===== src/hdl/u8sd_pkg.sv =====
package u8sd_pkg;

  // Result status codes
  localparam logic [2:0] ST_CHAR     = 3'd0;
  localparam logic [2:0] ST_UTF16_BE = 3'd1;
  localparam logic [2:0] ST_UTF16_LE = 3'd2;
  localparam logic [2:0] ST_TRUNC    = 3'd3;
  localparam logic [2:0] ST_END      = 3'd4;

  // Held byte order marker codes
  localparam logic [1:0] HM_NONE = 2'd0;
  localparam logic [1:0] HM_FE   = 2'd1;
  localparam logic [1:0] HM_FF   = 2'd2;

  // Bytes with a special meaning
  localparam logic [7:0] BYTE_EF = 8'hEF;
  localparam logic [7:0] BYTE_BB = 8'hBB;
  localparam logic [7:0] BYTE_BF = 8'hBF;
  localparam logic [7:0] BYTE_FE = 8'hFE;
  localparam logic [7:0] BYTE_FF = 8'hFF;

  localparam int unsigned CP_W = 21;

  typedef struct packed {
    logic [CP_W-1:0] cp;
    logic [2:0]      status;
    logic            run_last;
    logic            text_end;
  } result_t;

  // One queue entry: the one or two results caused by a single byte
  typedef struct packed {
    logic    two;
    result_t r1;
    result_t r0;
  } entry_t;

  function automatic result_t mk_res(logic [CP_W-1:0] cp, logic [2:0] st);
    result_t r;
    r.cp       = cp;
    r.status   = st;
    r.run_last = 1'b0;
    r.text_end = 1'b0;
    return r;
  endfunction

endpackage


===== src/hdl/u8sd_front.sv =====
module u8sd_front
  import u8sd_pkg::*;
(
  input  logic       clk,
  input  logic       rst,
  input  logic       in_take,
  input  logic [7:0] data_byte,
  input  logic       first_byte,
  input  logic       final_byte,
  output logic       q_push,
  output entry_t     q_entry
);

  logic [1:0]      br;
  logic [CP_W-1:0] pv;
  logic            sas;
  logic [1:0]      hm;
  logic            disc;

  logic [1:0]      br_next;
  logic [CP_W-1:0] pv_next;
  logic            sas_next;
  logic [1:0]      hm_next;
  logic            disc_next;

  logic [1:0]      c_br;
  logic [CP_W-1:0] c_pv;
  logic            c_sas;
  logic [1:0]      c_hm;
  logic            c_disc;

  logic    a_vld, b_vld, c_vld;
  result_t a_res, b_res, c_res;
  logic    utf16, skip, ended;
  logic [CP_W-1:0] byte_cp;

  assign byte_cp = {{(CP_W-8){1'b0}}, data_byte};

  // Classify the byte against the held state and build up to two results
  always_comb begin
    c_br   = first_byte ? 2'd0 : br;
    c_pv   = first_byte ? '0 : pv;
    c_sas  = first_byte ? 1'b0 : sas;
    c_hm   = first_byte ? HM_NONE : hm;
    c_disc = first_byte ? 1'b0 : disc;

    br_next   = c_br;
    pv_next   = c_pv;
    sas_next  = c_sas;
    hm_next   = HM_NONE;
    disc_next = c_disc;

    a_vld = 1'b0;
    b_vld = 1'b0;
    c_vld = 1'b0;
    a_res = mk_res('0, ST_CHAR);
    b_res = mk_res('0, ST_CHAR);
    c_res = mk_res('0, ST_CHAR);
    utf16 = 1'b0;
    skip  = 1'b0;

    if (c_disc) begin
      disc_next = ~final_byte;
    end else begin
      // resolve a held FE or FF
      case (c_hm)
        HM_FE: begin
          if (data_byte == BYTE_FF) begin
            a_vld = 1'b1;
            a_res = mk_res('0, ST_UTF16_BE);
            utf16 = 1'b1;
            skip  = 1'b1;
          end else begin
            a_vld = 1'b1;
            a_res = mk_res({{(CP_W-8){1'b0}}, BYTE_FE}, ST_CHAR);
          end
        end
        HM_FF: begin
          sas_next = 1'b0;
          if (data_byte == BYTE_FE) begin
            skip = 1'b1;
            if (c_sas) begin
              a_vld = 1'b1;
              a_res = mk_res('0, ST_UTF16_LE);
              utf16 = 1'b1;
            end
          end else begin
            a_vld = 1'b1;
            a_res = mk_res({{(CP_W-8){1'b0}}, BYTE_FF}, ST_CHAR);
          end
        end
        default: ;
      endcase

      if (utf16) begin
        br_next   = 2'd0;
        pv_next   = '0;
        sas_next  = 1'b0;
        disc_next = ~final_byte;
      end

      // decode the byte itself
      if (!skip) begin
        if (c_br != 2'd0) begin
          case (c_br)
            2'd1:    pv_next = c_pv | {{(CP_W-6){1'b0}}, data_byte[5:0]};
            2'd2:    pv_next = c_pv | {{(CP_W-12){1'b0}}, data_byte[5:0], 6'b0};
            default: pv_next = c_pv | {{(CP_W-18){1'b0}}, data_byte[5:0], 12'b0};
          endcase
          br_next = c_br - 2'd1;
          if (br_next == 2'd1 && data_byte != BYTE_BB) begin
            sas_next = 1'b0;
          end
          if (br_next == 2'd0) begin
            if (!(sas_next && data_byte == BYTE_BF)) begin
              b_vld = 1'b1;
              b_res = mk_res(pv_next, ST_CHAR);
            end
            sas_next = 1'b0;
            pv_next  = '0;
          end
        end else begin
          sas_next = 1'b0;
          if (data_byte[7] == 1'b0) begin
            b_vld = 1'b1;
            b_res = mk_res(byte_cp, ST_CHAR);
          end else if (data_byte[7:5] == 3'b110) begin
            pv_next = {{(CP_W-11){1'b0}}, data_byte[4:0], 6'b0};
            br_next = 2'd1;
          end else if (data_byte[7:4] == 4'b1110) begin
            pv_next  = {{(CP_W-16){1'b0}}, data_byte[3:0], 12'b0};
            br_next  = 2'd2;
            sas_next = first_byte && (data_byte == BYTE_EF);
          end else if (data_byte[7:3] == 5'b11110) begin
            pv_next = {data_byte[2:0], 18'b0};
            br_next = 2'd3;
          end else if (data_byte == BYTE_FE && first_byte) begin
            hm_next = HM_FE;
          end else if (data_byte == BYTE_FF) begin
            hm_next  = HM_FF;
            sas_next = first_byte;
          end else begin
            b_vld = 1'b1;
            b_res = mk_res(byte_cp, ST_CHAR);
          end
        end
      end

      // close the text on its final byte
      if (final_byte && !utf16 && !(a_vld && b_vld)) begin
        if (br_next != 2'd0) begin
          c_vld = 1'b1;
          c_res = mk_res('0, ST_TRUNC);
        end else if (hm_next == HM_FE) begin
          c_vld = 1'b1;
          c_res = mk_res({{(CP_W-8){1'b0}}, BYTE_FE}, ST_CHAR);
        end else if (hm_next == HM_FF) begin
          c_vld = 1'b1;
          c_res = mk_res({{(CP_W-8){1'b0}}, BYTE_FF}, ST_CHAR);
        end else if (!a_vld && !b_vld) begin
          c_vld = 1'b1;
          c_res = mk_res('0, ST_END);
        end
      end
    end

    if (final_byte) begin
      br_next   = 2'd0;
      pv_next   = '0;
      sas_next  = 1'b0;
      hm_next   = HM_NONE;
      disc_next = 1'b0;
    end
  end

  assign ended = final_byte | utf16;

  // Pack the results in order and flag the last one
  always_comb begin
    q_entry = '0;
    if (a_vld) begin
      q_entry.r0  = a_res;
      q_entry.two = b_vld | c_vld;
      q_entry.r1  = b_vld ? b_res : c_res;
    end else if (b_vld) begin
      q_entry.r0  = b_res;
      q_entry.two = c_vld;
      q_entry.r1  = c_res;
    end else begin
      q_entry.r0  = c_res;
      q_entry.two = 1'b0;
    end
    if (q_entry.two) begin
      q_entry.r1.run_last = 1'b1;
      q_entry.r1.text_end = ended;
    end else begin
      q_entry.r0.run_last = 1'b1;
      q_entry.r0.text_end = ended;
    end
  end

  assign q_push = in_take & (a_vld | b_vld | c_vld);

  // Advance decoder state on each accepted beat
  always_ff @(posedge clk) begin
    if (rst) begin
      br   <= 2'd0;
      pv   <= '0;
      sas  <= 1'b0;
      hm   <= HM_NONE;
      disc <= 1'b0;
    end else if (in_take) begin
      br   <= br_next;
      pv   <= pv_next;
      sas  <= sas_next;
      hm   <= hm_next;
      disc <= disc_next;
    end
  end

endmodule


===== src/hdl/u8sd_queue.sv =====
module u8sd_queue
  import u8sd_pkg::*;
#(
  parameter int unsigned DEPTH = 4
) (
  input  logic   clk,
  input  logic   rst,
  input  logic   wr,
  input  entry_t wr_entry,
  output logic   full,
  input  logic   rd,
  output entry_t rd_entry,
  output logic   empty
);

  localparam int unsigned PTR_W = (DEPTH > 1) ? $clog2(DEPTH) : 1;
  localparam int unsigned CNT_W = $clog2(DEPTH + 1);

  entry_t           slots [DEPTH];
  logic [PTR_W-1:0] wr_ptr;
  logic [PTR_W-1:0] rd_ptr;
  logic [CNT_W-1:0] cnt;
  logic             do_wr;
  logic             do_rd;

  assign full     = (cnt == CNT_W'(DEPTH));
  assign empty    = (cnt == '0);
  assign do_wr    = wr & ~full;
  assign do_rd    = rd & ~empty;
  assign rd_entry = slots[rd_ptr];

  // Store pushed entries
  always_ff @(posedge clk) begin
    if (do_wr) begin
      slots[wr_ptr] <= wr_entry;
    end
  end

  // Advance pointers and track fill
  always_ff @(posedge clk) begin
    if (rst) begin
      wr_ptr <= '0;
      rd_ptr <= '0;
      cnt    <= '0;
    end else begin
      if (do_wr) begin
        wr_ptr <= (wr_ptr == PTR_W'(DEPTH - 1)) ? '0 : wr_ptr + 1'b1;
      end
      if (do_rd) begin
        rd_ptr <= (rd_ptr == PTR_W'(DEPTH - 1)) ? '0 : rd_ptr + 1'b1;
      end
      if (do_wr && !do_rd) begin
        cnt <= cnt + 1'b1;
      end else if (do_rd && !do_wr) begin
        cnt <= cnt - 1'b1;
      end
    end
  end

endmodule


===== src/hdl/u8sd_back.sv =====
module u8sd_back
  import u8sd_pkg::*;
(
  input  logic            clk,
  input  logic            rst,
  input  entry_t          head,
  input  logic            q_empty,
  output logic            q_pop,
  input  logic            pop,
  output logic            empty,
  output logic [CP_W-1:0] code_point,
  output logic [2:0]      status,
  output logic            run_last,
  output logic            text_end
);

  logic    slot;
  logic    take;
  result_t cur;

  assign empty = q_empty;
  assign take  = pop & ~q_empty;
  assign cur   = slot ? head.r1 : head.r0;
  assign q_pop = take & (slot | ~head.two);

  assign code_point = cur.cp;
  assign status     = cur.status;
  assign run_last   = cur.run_last;
  assign text_end   = cur.text_end;

  // Step through the one or two results of the head entry
  always_ff @(posedge clk) begin
    if (rst) begin
      slot <= 1'b0;
    end else if (take) begin
      slot <= ~slot & head.two;
    end
  end

endmodule


===== src/hdl/utf8_stream_decoder.sv =====
// Streaming UTF-8 decoder. Bytes enter as queue beats (push/full) with flags for the first
// and last byte of a text; decoded code points leave as queue beats (empty/pop). One byte
// is accepted per clock whenever the internal result queue has room, and one result leaves
// per clock when pop is held and empty is low; a byte gives zero, one or two results, each
// leaving on its own pop. The front classifies each byte and updates the decoder state in
// the cycle it is taken; its results go into a queue of QUEUE_DEPTH entries (one entry per
// byte with results), which sets how long the output side may stall before full rises.
// A result is registered in the queue before it reaches the output ports. Status is 0 for a
// character, 1 or 2 for a UTF-16 byte order mark (the rest of that text is then dropped),
// 3 for a sequence cut off by the last byte, 4 for a text end that carries no character.
module utf8_stream_decoder
  import u8sd_pkg::*;
#(
  parameter int unsigned QUEUE_DEPTH = 4
) (
  input  logic            clk,
  input  logic            rst,
  input  logic            push,
  output logic            full,
  input  logic [7:0]      data_byte,
  input  logic            first_byte,
  input  logic            final_byte,
  output logic            empty,
  input  logic            pop,
  output logic [CP_W-1:0] code_point,
  output logic [2:0]      status,
  output logic            run_last,
  output logic            text_end
);

  logic   in_take;
  logic   q_push;
  entry_t q_entry;
  logic   q_pop;
  entry_t q_head;
  logic   q_empty;

  assign in_take = push & ~full;

  u8sd_front u_front (
    .clk        (clk),
    .rst        (rst),
    .in_take    (in_take),
    .data_byte  (data_byte),
    .first_byte (first_byte),
    .final_byte (final_byte),
    .q_push     (q_push),
    .q_entry    (q_entry)
  );

  u8sd_queue #(
    .DEPTH (QUEUE_DEPTH)
  ) u_queue (
    .clk      (clk),
    .rst      (rst),
    .wr       (q_push),
    .wr_entry (q_entry),
    .full     (full),
    .rd       (q_pop),
    .rd_entry (q_head),
    .empty    (q_empty)
  );

  u8sd_back u_back (
    .clk        (clk),
    .rst        (rst),
    .head       (q_head),
    .q_empty    (q_empty),
    .q_pop      (q_pop),
    .pop        (pop),
    .empty      (empty),
    .code_point (code_point),
    .status     (status),
    .run_last   (run_last),
    .text_end   (text_end)
  );

endmodule

===== config.mk =====
export PLATFORM = sky130hd
export DESIGN_NAME = utf8_stream_decoder
export DESIGN_NICKNAME = d
export VERILOG_FILES = /design/src/hdl/u8sd_pkg.sv /design/src/hdl/u8sd_front.sv /design/src/hdl/u8sd_queue.sv /design/src/hdl/u8sd_back.sv /design/src/hdl/utf8_stream_decoder.sv
export SDC_FILE = /design/constraint.sdc
export NUM_CORES = 1
export LEC_CHECK = 0
export BUFFER_PORTS_ARGS = -buffer_cell sky130_fd_sc_hd__clkbuf_2
export CORE_MARGIN = 2
export CORE_UTILIZATION = 55
export DETAILED_ROUTE_END_ITERATION = 6
export PLACE_DENSITY = 0.72
export SLEW_MARGIN = 20
export SYNTH_ARGS = -nofsm -noshare
export SYNTH_HDL_FRONTEND = slang
export SYNTH_SLANG_ARGS = --single-unit

===== constraint.sdc =====
create_clock -name clk -period 6.5 [get_ports clk]
set_input_delay 0.65 -clock clk [delete_from_list [all_inputs] [get_ports clk]]
set_output_delay 0.65 -clock clk [all_outputs]
set_load 0.005 [all_outputs]

==> metrics.txt, run 1 <==
# TYPE chip_impl_metric gauge
chip_impl_info{name="run_status",value="finished, final reports clean"} 1
chip_impl_metric{name="cts.reportedPaths.clkPinSlew",unit="ns"} 0.06
chip_impl_metric{name="initial_drc_count",unit=""} 908
chip_impl_metric{name="cts_sinks",unit=""} 241
chip_impl_info{name="holdCritStartpoint",value="u_front.pv[5]"} 1
chip_impl_metric{name="yosys_warnings",unit=""} 0
chip_impl_info{name="synth_ff_type",value="edfxtp_1"} 1
chip_impl_metric{name="setup_tns",unit="ns"} 0
chip_impl_metric{name="globalplace.congestion",unit=""} 0.9182
chip_impl_metric{name="maximum_number_of_pins_on_one_net_before_global_route_repair",unit=""} 52
chip_impl_metric{name="place.port_buffers",unit=""} 41
chip_impl_metric{name="final-max-slew-violation-count",unit=""} 0
chip_impl_metric{name="ys_types",unit=""} 70
chip_impl_metric{name="wl",unit="mm"} 24.13
chip_impl_metric{name="route.layer.met1.wl",unit="mm"} 10.63
chip_impl_info{name="cts_tree",value="done"} 1
chip_impl_metric{name="post-cts-setup-buffer-count",unit=""} 0
chip_impl_metric{name="drive_above_1_share",unit="%"} 17.88
chip_impl_metric{name="rows",unit=""} 51
chip_impl_metric{name="multi_input_area",unit="mm^2"} 0.003890
chip_impl_info{name="maxUsedRoutingLayer",value="met4"} 1
chip_impl_metric{name="synth.ff_latch_count",unit=""} 241
chip_impl_metric{name="cts_hold_buffers",unit=""} 0
chip_impl_metric{name="setup_violating_endpoint_count_in_the_final_report",unit=""} 0
chip_impl_metric{name="cts_max_level",unit=""} 1
chip_impl_metric{name="dr_wl_met3",unit="mm"} 1.999
chip_impl_metric{name="die_w",unit="um"} 145.8
chip_impl_metric{name="clk_path_buf_depth",unit=""} 3
chip_impl_info{name="setup.worst_path.class",value="in -> reg"} 1
chip_impl_metric{name="max_freq",unit="MHz"} 225.9
chip_impl_metric{name="nets",unit=""} 908
chip_impl_metric{name="clkLatencyLatePin",unit="ns"} 0.51
chip_impl_metric{name="grt_first_pass_wirelength",unit="mm"} 38.23
chip_impl_metric{name="worst-slew-pin-transition",unit="ns"} 1.049
chip_impl_info{name="setup.worst_path.start",value="first_byte"} 1
chip_impl_metric{name="critical_path_required",unit="ns"} 6.74
chip_impl_metric{name="worst_slack",unit="ns"} 2.072
chip_impl_metric{name="synthToLayoutAreaGrowth",unit="%"} 11.19
chip_impl_metric{name="r2r_cells",unit=""} 11
chip_impl_metric{name="die_area",unit="mm^2"} 0.02126
chip_impl_metric{name="synth-async-reset-ratio",unit="%"} 0
chip_impl_metric{name="final.period_utilization",unit="%"} 68.12
chip_impl_metric{name="die_y",unit="um"} 145.8
chip_impl_metric{name="critical_path_peak_fanout",unit=""} 21
chip_impl_metric{name="diodes",unit=""} 0
chip_impl_metric{name="netlist_area_before_placement",unit="mm^2"} 0.01106
chip_impl_info{name="setup_repair_after_global_routing_missed_its_margin",value="false"} 1
chip_impl_metric{name="post_cts_resize_count",unit=""} 0
chip_impl_metric{name="synth-seq-area-share",unit="%"} 62.10
chip_impl_metric{name="place.detailed.hpwl",unit="mm"} 15.25
chip_impl_metric{name="firstDrtPassIters",unit=""} 6
chip_impl_metric{name="grt_pass1_vias",unit=""} 6741
chip_impl_metric{name="drc",unit=""} 0
chip_impl_metric{name="static-leakage-power",unit="nW"} 4.248
chip_impl_metric{name="core_region_area",unit="mm^2"} 0.01959
chip_impl_metric{name="hold_path_cells",unit=""} 2
chip_impl_info{name="r2r_start",value="u_front.hm[0]"} 1
chip_impl_metric{name="timing.final.hold_violations",unit=""} 0
chip_impl_metric{name="postSynthAreaPerCell",unit="um^2"} 13.07
chip_impl_metric{name="met2_wirelength",unit="mm"} 11.21
chip_impl_metric{name="vias",unit=""} 7059
chip_impl_metric{name="tritoncts.num_buffers",unit=""} 24
chip_impl_metric{name="tmin_final",unit="ns"} 4.428
chip_impl_metric{name="initial_utilization",unit="%"} 56.45
chip_impl_metric{name="max_cap_viol_count",unit=""} 0
chip_impl_metric{name="io_pins",unit=""} 42
chip_impl_metric{name="irDropWorstVdd",unit="V"} 0.0001975
chip_impl_metric{name="post_synth_edffs",unit=""} 204
chip_impl_metric{name="drt.antenna.violating_nets",unit=""} 0
chip_impl_metric{name="wl_per_cell",unit="um"} 20.80
chip_impl_metric{name="cellPowerDensity",unit="mW/mm^2"} 326.3
chip_impl_metric{name="dp_slack",unit="ns"} 1.636
chip_impl_metric{name="n_fill_cell",unit=""} 1485
chip_impl_metric{name="antenna_found_initial",unit=""} 0
chip_impl_metric{name="grt.overflow.total",unit=""} 0
chip_impl_info{name="hp-class",value="reg -> reg"} 1
chip_impl_metric{name="timing.clock.skew",unit="ns"} 0.01031
chip_impl_info{name="setup_crit_end_kind",value="register"} 1
chip_impl_info{name="clk_root_buffer_cell",value="clkbuf_16"} 1
chip_impl_info{name="worst_setup_path_start_kind",value="input pin"} 1
chip_impl_metric{name="post_drt_via_cell_ratio",unit=""} 6.085
chip_impl_metric{name="critical_path_arrival",unit="ns"} 4.67
chip_impl_metric{name="globalRouteTotalUtil",unit="%"} 22.78
chip_impl_metric{name="max-slew-margin-rel",unit="%"} 29.65
chip_impl_metric{name="ff_latch_area",unit="mm^2"} 0.006872
chip_impl_metric{name="syn-instance-count",unit=""} 846
[final timing paths]
check                   endpoint  slack, ns
min reg2reg        u_front.pv[5]       0.44
max          u_queue.slots[2][0]       2.07
max reg2reg  u_queue.slots[2][0]       2.26
min                u_front.pv[5]       0.44
[state kept, by name, summed over array words and instances, names as in the netlist, named ones only]
signal,flops
u_front.hm,2
u_front.sas,1
u_front.disc,1
u_queue.cnt,3
u_back.slot,1
u_front.pv,21
u_front.br,2
u_queue.wr_ptr,2
u_queue.slots,204
u_queue.rd_ptr,2
[area by class of cell]
type                    count  area share, %
repair buffers             50          2.320
inverters                  34          1.038
flip-flops and latches    241          55.89
multi-input cells         526          31.64
clock inverters            14          1.099
well taps                 265          2.697
clock buffers              30          5.322
[critical path: stages]
cell and delay, ns:
clkbuf_2 0.35, nand2b_1 0.19, inv_1 0.05, ha_1 0.29, mux2i_1 0.41, or3_1 0.53, nand2_1 0.18, nor4_1 0.58
inv_1 0.10, ha_1 0.21, or4_1 0.58, a311oi_1 0.54
[where the power goes]
part	internal (mW)	total [mW]	switching, mW
clock network	0.798	1.36	0.558
registers	1.82	1.89	0.0724
logic	0.348	0.760	0.412
[per-layer routing]
metal	GRT usage (%)	up-vias
met3	3.762	29
met5	0	-
met4	4.951	0
met2	34.86	302
li1	-	3291
met1	34.84	3437
[cells by family (layout without fill, tap and decap cells)]
family / Yosys count / count (layout) / synth area share (%)
buffers and inverters: 82 / 128 / 2.919
AO/OA/AOI/OAI: 162 / 162 / 9.957
AND/OR/NAND/NOR: 287 / 287 / 12.19
other: 1 / 4 / 0.03391
multiplexers: 54 / 54 / 10.66
flip-flops: 241 / 241 / 62.10
adder cells (fa/ha/maj): 17 / 17 / 1.991
XOR/XNOR: 2 / 2 / 0.1584
[cells in the final DEF (no fill, tap or decap), types with 5 or more instances in the layout]
cell / count
nand3_1: 23
a32oi_1: 6
nor2b_1: 9
a21oi_1: 23
a22o_1: 11
buf_4: 8
nor3_1: 14
o22ai_1: 12
inv_1: 33
ha_1: 16
nand2b_1: 11
a31oi_1: 10
dfxtp_1: 35
nand4_1: 6
edfxtp_1: 204
mux4_2: 51
a22oi_1: 6
clkbuf_2: 41
nand2_1: 128
a211oi_1: 8
o32ai_1: 5
o21ai_0: 42
nor3b_1: 8
a21o_1: 8
nor2_1: 57
clkbuf_16: 25
[synth_stat cells, types with 5 or more instances]
cell type	instances	share of area [%]
edfxtp_1	204	55
nand2_1	128	4.3
nor2_1	57	1.9
mux4_2	51	10
o21ai_0	42	1.9
dfxtp_1	37	6.7
clkbuf_1	35	1.2
inv_1	33	1.1
a21oi_1	23	1.0
nand3_1	23	1.0
ha_1	16	1.8
nor3_1	14	0.63
o22ai_1	12	0.68
a22o_1	11	0.87
nand2b_1	11	0.62
a31oi_1	10	0.57
nor2b_1	9	0.51
a211oi_1	8	0.54
a21o_1	8	0.54
and3_1	8	0.45
nor3b_1	8	0.54
a22oi_1	6	0.41
a32oi_1	6	0.48
buf_1	6	0.20
buf_2	6	0.27
nand4_1	6	0.34
o32ai_1	5	0.40
[through the flow]
stage	util (%)	power [mW]	instance area, um^2	hold WS [ns]	cells
2_1_floorplan	-	2.438	11070	0.4104	849
3_3_place_gp	58.61	2.675	11480	0.4202	1115
3_5_place_dp	58.61	2.687	11480	0.4255	1115
4_1_cts	62.64	4.038	12270	0.4372	1159
5_1_grt	62.76	4.187	12300	0.4641	1160
6_report	62.76	4.011	12300	0.4366	1160
Note: power is estimated with default switching activity, not from simulation.
==> inputs of run 2 (changes only) <==
Settings changed: ABC_AREA set to 1, PLACE_DENSITY 0.72 to 0.75.
Clock period 6.5 ns to 3.85 ns, I/O delays scaled along.
==> run 2 against run 1 <==
Net effect:
- the run now ends with design-rule violations left
- sequential power grew 68%
- combinational power grew 120%
- die area grew 4.5%
- global-route usage grew 2.3 points
- first-iteration DRC count shrank 15%
- sequential share of layout area shrank 3.2 points
- non-clock buffer count grew 18
- area after synthesis grew 4.7%
- critical path type is now reg -> reg
- critical endpoint is now u_queue.cnt[2]
- largest cell class unchanged
- largest power group unchanged
==> metrics.txt, run 2 <==
# TYPE chip_impl_metric gauge
chip_impl_metric{name="initial_drc_count",unit=""} 768
chip_impl_info{name="slowest_stage",value="fa_1"} 1
chip_impl_metric{name="ys_types",unit=""} 57
chip_impl_metric{name="drc",unit=""} 8
chip_impl_info{name="largestRegisters",value="u_queue.slots: 204 flops, u_front.pv: 21 flops, u_queue.cnt: 3 flops"} 1
chip_impl_metric{name="max_cap_viol_count",unit=""} 0
chip_impl_metric{name="timing.final.hold_violations",unit=""} 0
chip_impl_metric{name="worst-slew-pin-transition",unit="ns"} 0.8503
chip_impl_metric{name="core_region_area",unit="mm^2"} 0.02082
chip_impl_metric{name="setup_violating_endpoint_count_in_the_final_report",unit=""} 0
chip_impl_metric{name="cts.reportedPaths.clkPinSlew",unit="ns"} 0.06
chip_impl_metric{name="fin_worst_hold_slack",unit="ns"} 0.2366
chip_impl_metric{name="post_cts_resize_count",unit=""} 0
chip_impl_info{name="synth_ff_type",value="edfxtp_1"} 1
chip_impl_metric{name="vias",unit=""} 8828
chip_impl_metric{name="drive_above_1_share",unit="%"} 13.73
chip_impl_metric{name="io_pins",unit=""} 42
chip_impl_metric{name="place.port_buffers",unit=""} 41
chip_impl_metric{name="die_w",unit="um"} 149.1
chip_impl_metric{name="yosys.area_share.adder",unit="%"} 1.902
chip_impl_metric{name="synth-seq-area-share",unit="%"} 59.32
chip_impl_metric{name="worst_slack",unit="ns"} 0.6366
chip_impl_metric{name="maximum_number_of_pins_on_one_net_before_global_route_repair",unit=""} 83
chip_impl_metric{name="synth.mux.area_fraction",unit="%"} 0
chip_impl_metric{name="max-slew-margin-rel",unit="%"} 43.32
chip_impl_metric{name="cts_sinks",unit=""} 241
chip_impl_metric{name="final_util",unit="%"} 62.68
chip_impl_info{name="setup.worst_path.class",value="reg -> reg"} 1
chip_impl_info{name="run_status",value="finished, violations left"} 1
chip_impl_info{name="yosysMostFrequentCell",value="nor2_1"} 1
chip_impl_metric{name="power",unit="mW"} 7.442
chip_impl_metric{name="cts_max_level",unit=""} 1
chip_impl_info{name="violated_checks",value="design-rule violations"} 1
chip_impl_metric{name="post_drt_via_cell_ratio",unit=""} 5.862
chip_impl_metric{name="die_area",unit="mm^2"} 0.02222
chip_impl_metric{name="synth-async-reset-ratio",unit="%"} 0
chip_impl_metric{name="placement.cell_area",unit="mm^2"} 0.01217
chip_impl_metric{name="yosys_warnings",unit=""} 0
chip_impl_metric{name="max_freq",unit="MHz"} 311.2
chip_impl_metric{name="tmin_final",unit="ns"} 3.213
chip_impl_metric{name="postSynthAreaPerCell",unit="um^2"} 9.784
chip_impl_metric{name="rows",unit=""} 53
chip_impl_metric{name="tritoncts.num_buffers",unit=""} 25
chip_impl_metric{name="post-route-cell-area",unit="mm^2"} 0.01305
chip_impl_metric{name="clk_path_buf_depth",unit=""} 3
chip_impl_metric{name="timing.clock.skew",unit="ns"} 0.009778
chip_impl_info{name="hp-class",value="in -> reg"} 1
chip_impl_info{name="synth_cell_count_leaders",value="nor2_1, edfxtp_1, nand2_1, o21ai_0, inv_1"} 1
chip_impl_metric{name="irDropWorstVdd",unit="V"} 0.0003854
chip_impl_metric{name="die_y",unit="um"} 149.1
chip_impl_metric{name="yosys.area_share.xor_xnor",unit="%"} 0.07567
chip_impl_metric{name="synthToLayoutAreaGrowth",unit="%"} 12.76
chip_impl_metric{name="critical_path_required",unit="ns"} 4.25
chip_impl_metric{name="netlist_area_before_placement",unit="mm^2"} 0.01157
chip_impl_info{name="path_cells",value="inv_1 -> nor2_1 -> inv_1 -> ha_1 -> nor2_1 -> nand2_2 -> nand2_2 -> nand2_1 -> nor2_1 -> nor2_4 -> a21oi_4 -> ha_1 -> inv_1 -> fa_1 -> o21ai_0 -> a21o_1 -> a21oi_1 -> o21a_1"} 1
chip_impl_info{name="max_flop_register",value="u_queue.slots"} 1
chip_impl_metric{name="grt.overflow.total",unit=""} 0
chip_impl_info{name="cts_tree",value="done"} 1
chip_impl_metric{name="diodes",unit=""} 0
chip_impl_metric{name="largest_register_ff_count",unit=""} 204
chip_impl_metric{name="timing.critical_path.slowest_cell_delay",unit="ns"} 0.43
chip_impl_metric{name="grt_first_pass_wirelength",unit="mm"} 44.14
chip_impl_metric{name="drt.antenna.violating_nets",unit=""} 0
chip_impl_info{name="setup_crit_end_kind",value="register"} 1
chip_impl_metric{name="globalRouteTotalUtil",unit="%"} 25.11
chip_impl_metric{name="initial_utilization",unit="%"} 55.59
chip_impl_metric{name="dp_cells",unit=""} 1461
chip_impl_info{name="synth.largest_area_cell",value="edfxtp_1"} 1
chip_impl_info{name="setup_repair_after_global_routing_missed_its_margin",value="false"} 1
chip_impl_metric{name="dp_slack",unit="ns"} 0.4046
chip_impl_info{name="main_combinational_cell_family_by_area_after_synthesis",value="simple AND/OR/NAND/NOR gates"} 1
chip_impl_metric{name="finish.cell_count_without_fillers",unit=""} 1506
chip_impl_info{name="clk_root_buffer_cell",value="clkbuf_16"} 1
chip_impl_metric{name="globalplace.congestion",unit=""} 0.9775
chip_impl_metric{name="firstDrtPassIters",unit=""} 7
chip_impl_metric{name="synth_compound_gate_area_share",unit="%"} 15.79
chip_impl_info{name="worst_setup_path_start_kind",value="register"} 1
chip_impl_metric{name="post-cts-setup-buffer-count",unit=""} 0
chip_impl_metric{name="wl",unit="mm"} 27.49
chip_impl_info{name="layout.cells.most_common_list",value="nor2_1, edfxtp_1, nand2_1"} 1
chip_impl_metric{name="cts_hold_buffers",unit=""} 0
chip_impl_info{name="synth.top_cells.by_area",value="edfxtp_1, nor2_1, dfxtp_1, o21ai_0, nand2_1"} 1
chip_impl_metric{name="post_synth_edffs",unit=""} 204
chip_impl_metric{name="cellPowerDensity",unit="mW/mm^2"} 570.2
chip_impl_metric{name="static-leakage-power",unit="nW"} 4.860
chip_impl_metric{name="clkLatencyLatePin",unit="ns"} 0.51
chip_impl_metric{name="wl_per_cell",unit="um"} 18.26
chip_impl_metric{name="place.detailed.hpwl",unit="mm"} 17.12
chip_impl_metric{name="grt_pass1_vias",unit=""} 8499
chip_impl_metric{name="antenna_found_initial",unit=""} 0
chip_impl_metric{name="synth_top_area_share",unit="%"} 52.92
chip_impl_metric{name="final.period_utilization",unit="%"} 83.46
chip_impl_metric{name="setup_tns",unit="ns"} 0
chip_impl_metric{name="synth_simple_gate_area_share",unit="%"} 18.04
chip_impl_metric{name="critical_path_peak_fanout",unit=""} 7
chip_impl_metric{name="synth.ff_latch_count",unit=""} 241
chip_impl_metric{name="final-max-slew-violation-count",unit=""} 0
chip_impl_metric{name="nets",unit=""} 1244
chip_impl_info{name="layout.cells.most_common",value="nor2_1"} 1
chip_impl_metric{name="critical_path_arrival",unit="ns"} 3.61
chip_impl_metric{name="syn-instance-count",unit=""} 1183
run 2: layer usage:
layer | track usage (%) | wire (um)
met1 | 34.45 | 11570
met2 | 41.94 | 13270
met3 | 3.303 | 2026
met4 | 8.000 | 631
met5 | 0 | 0
run 2: where the power goes:
group	leakage (nW)	internal, mW	switching, mW	total (mW)
clock network	0.425	1.58	0.961	2.54
logic	2.19	0.588	1.13	1.71
registers	2.25	3.08	0.102	3.18
run 2: final timing paths:
path                 start              to  slack [ns]  depth (start not counted)
min                   push   u_front.pv[7]        0.24                          5
max          u_front.br[1]  u_queue.cnt[2]        0.64                         18
min reg2reg  u_front.pv[8]   u_front.pv[8]        0.46                          2
max reg2reg  u_front.br[1]  u_queue.cnt[2]        0.64                         18
run 2: layout make-up:
class | count | area, um^2
flip-flops and latches | 241 | 6872
clock inverters | 9 | 153.9
multi-input cells | 804 | 4190
fillers | 1702 | 7771
well taps | 275 | 344.1
clock buffers | 36 | 728.2
repair buffers | 68 | 483.0
inverters | 73 | 280.3
run 2: cell families after synthesis:
logic type | Yosys count
flops | 241
xor+xnor | 1
buf+inv | 141
other cells | 1
simple gates | 478
compound gates | 304
fa+ha+maj | 17
run 2: worst max-delay path, delay by kind of cell (launching register included):
kind,cells,cell delay (ns)
and+or+nand+nor,7,0.96
adders and majority gates,3,0.86
AOI/OAI and AO/OA,5,0.68
DFF,1,0.33
buffers and inverters,3,0.27
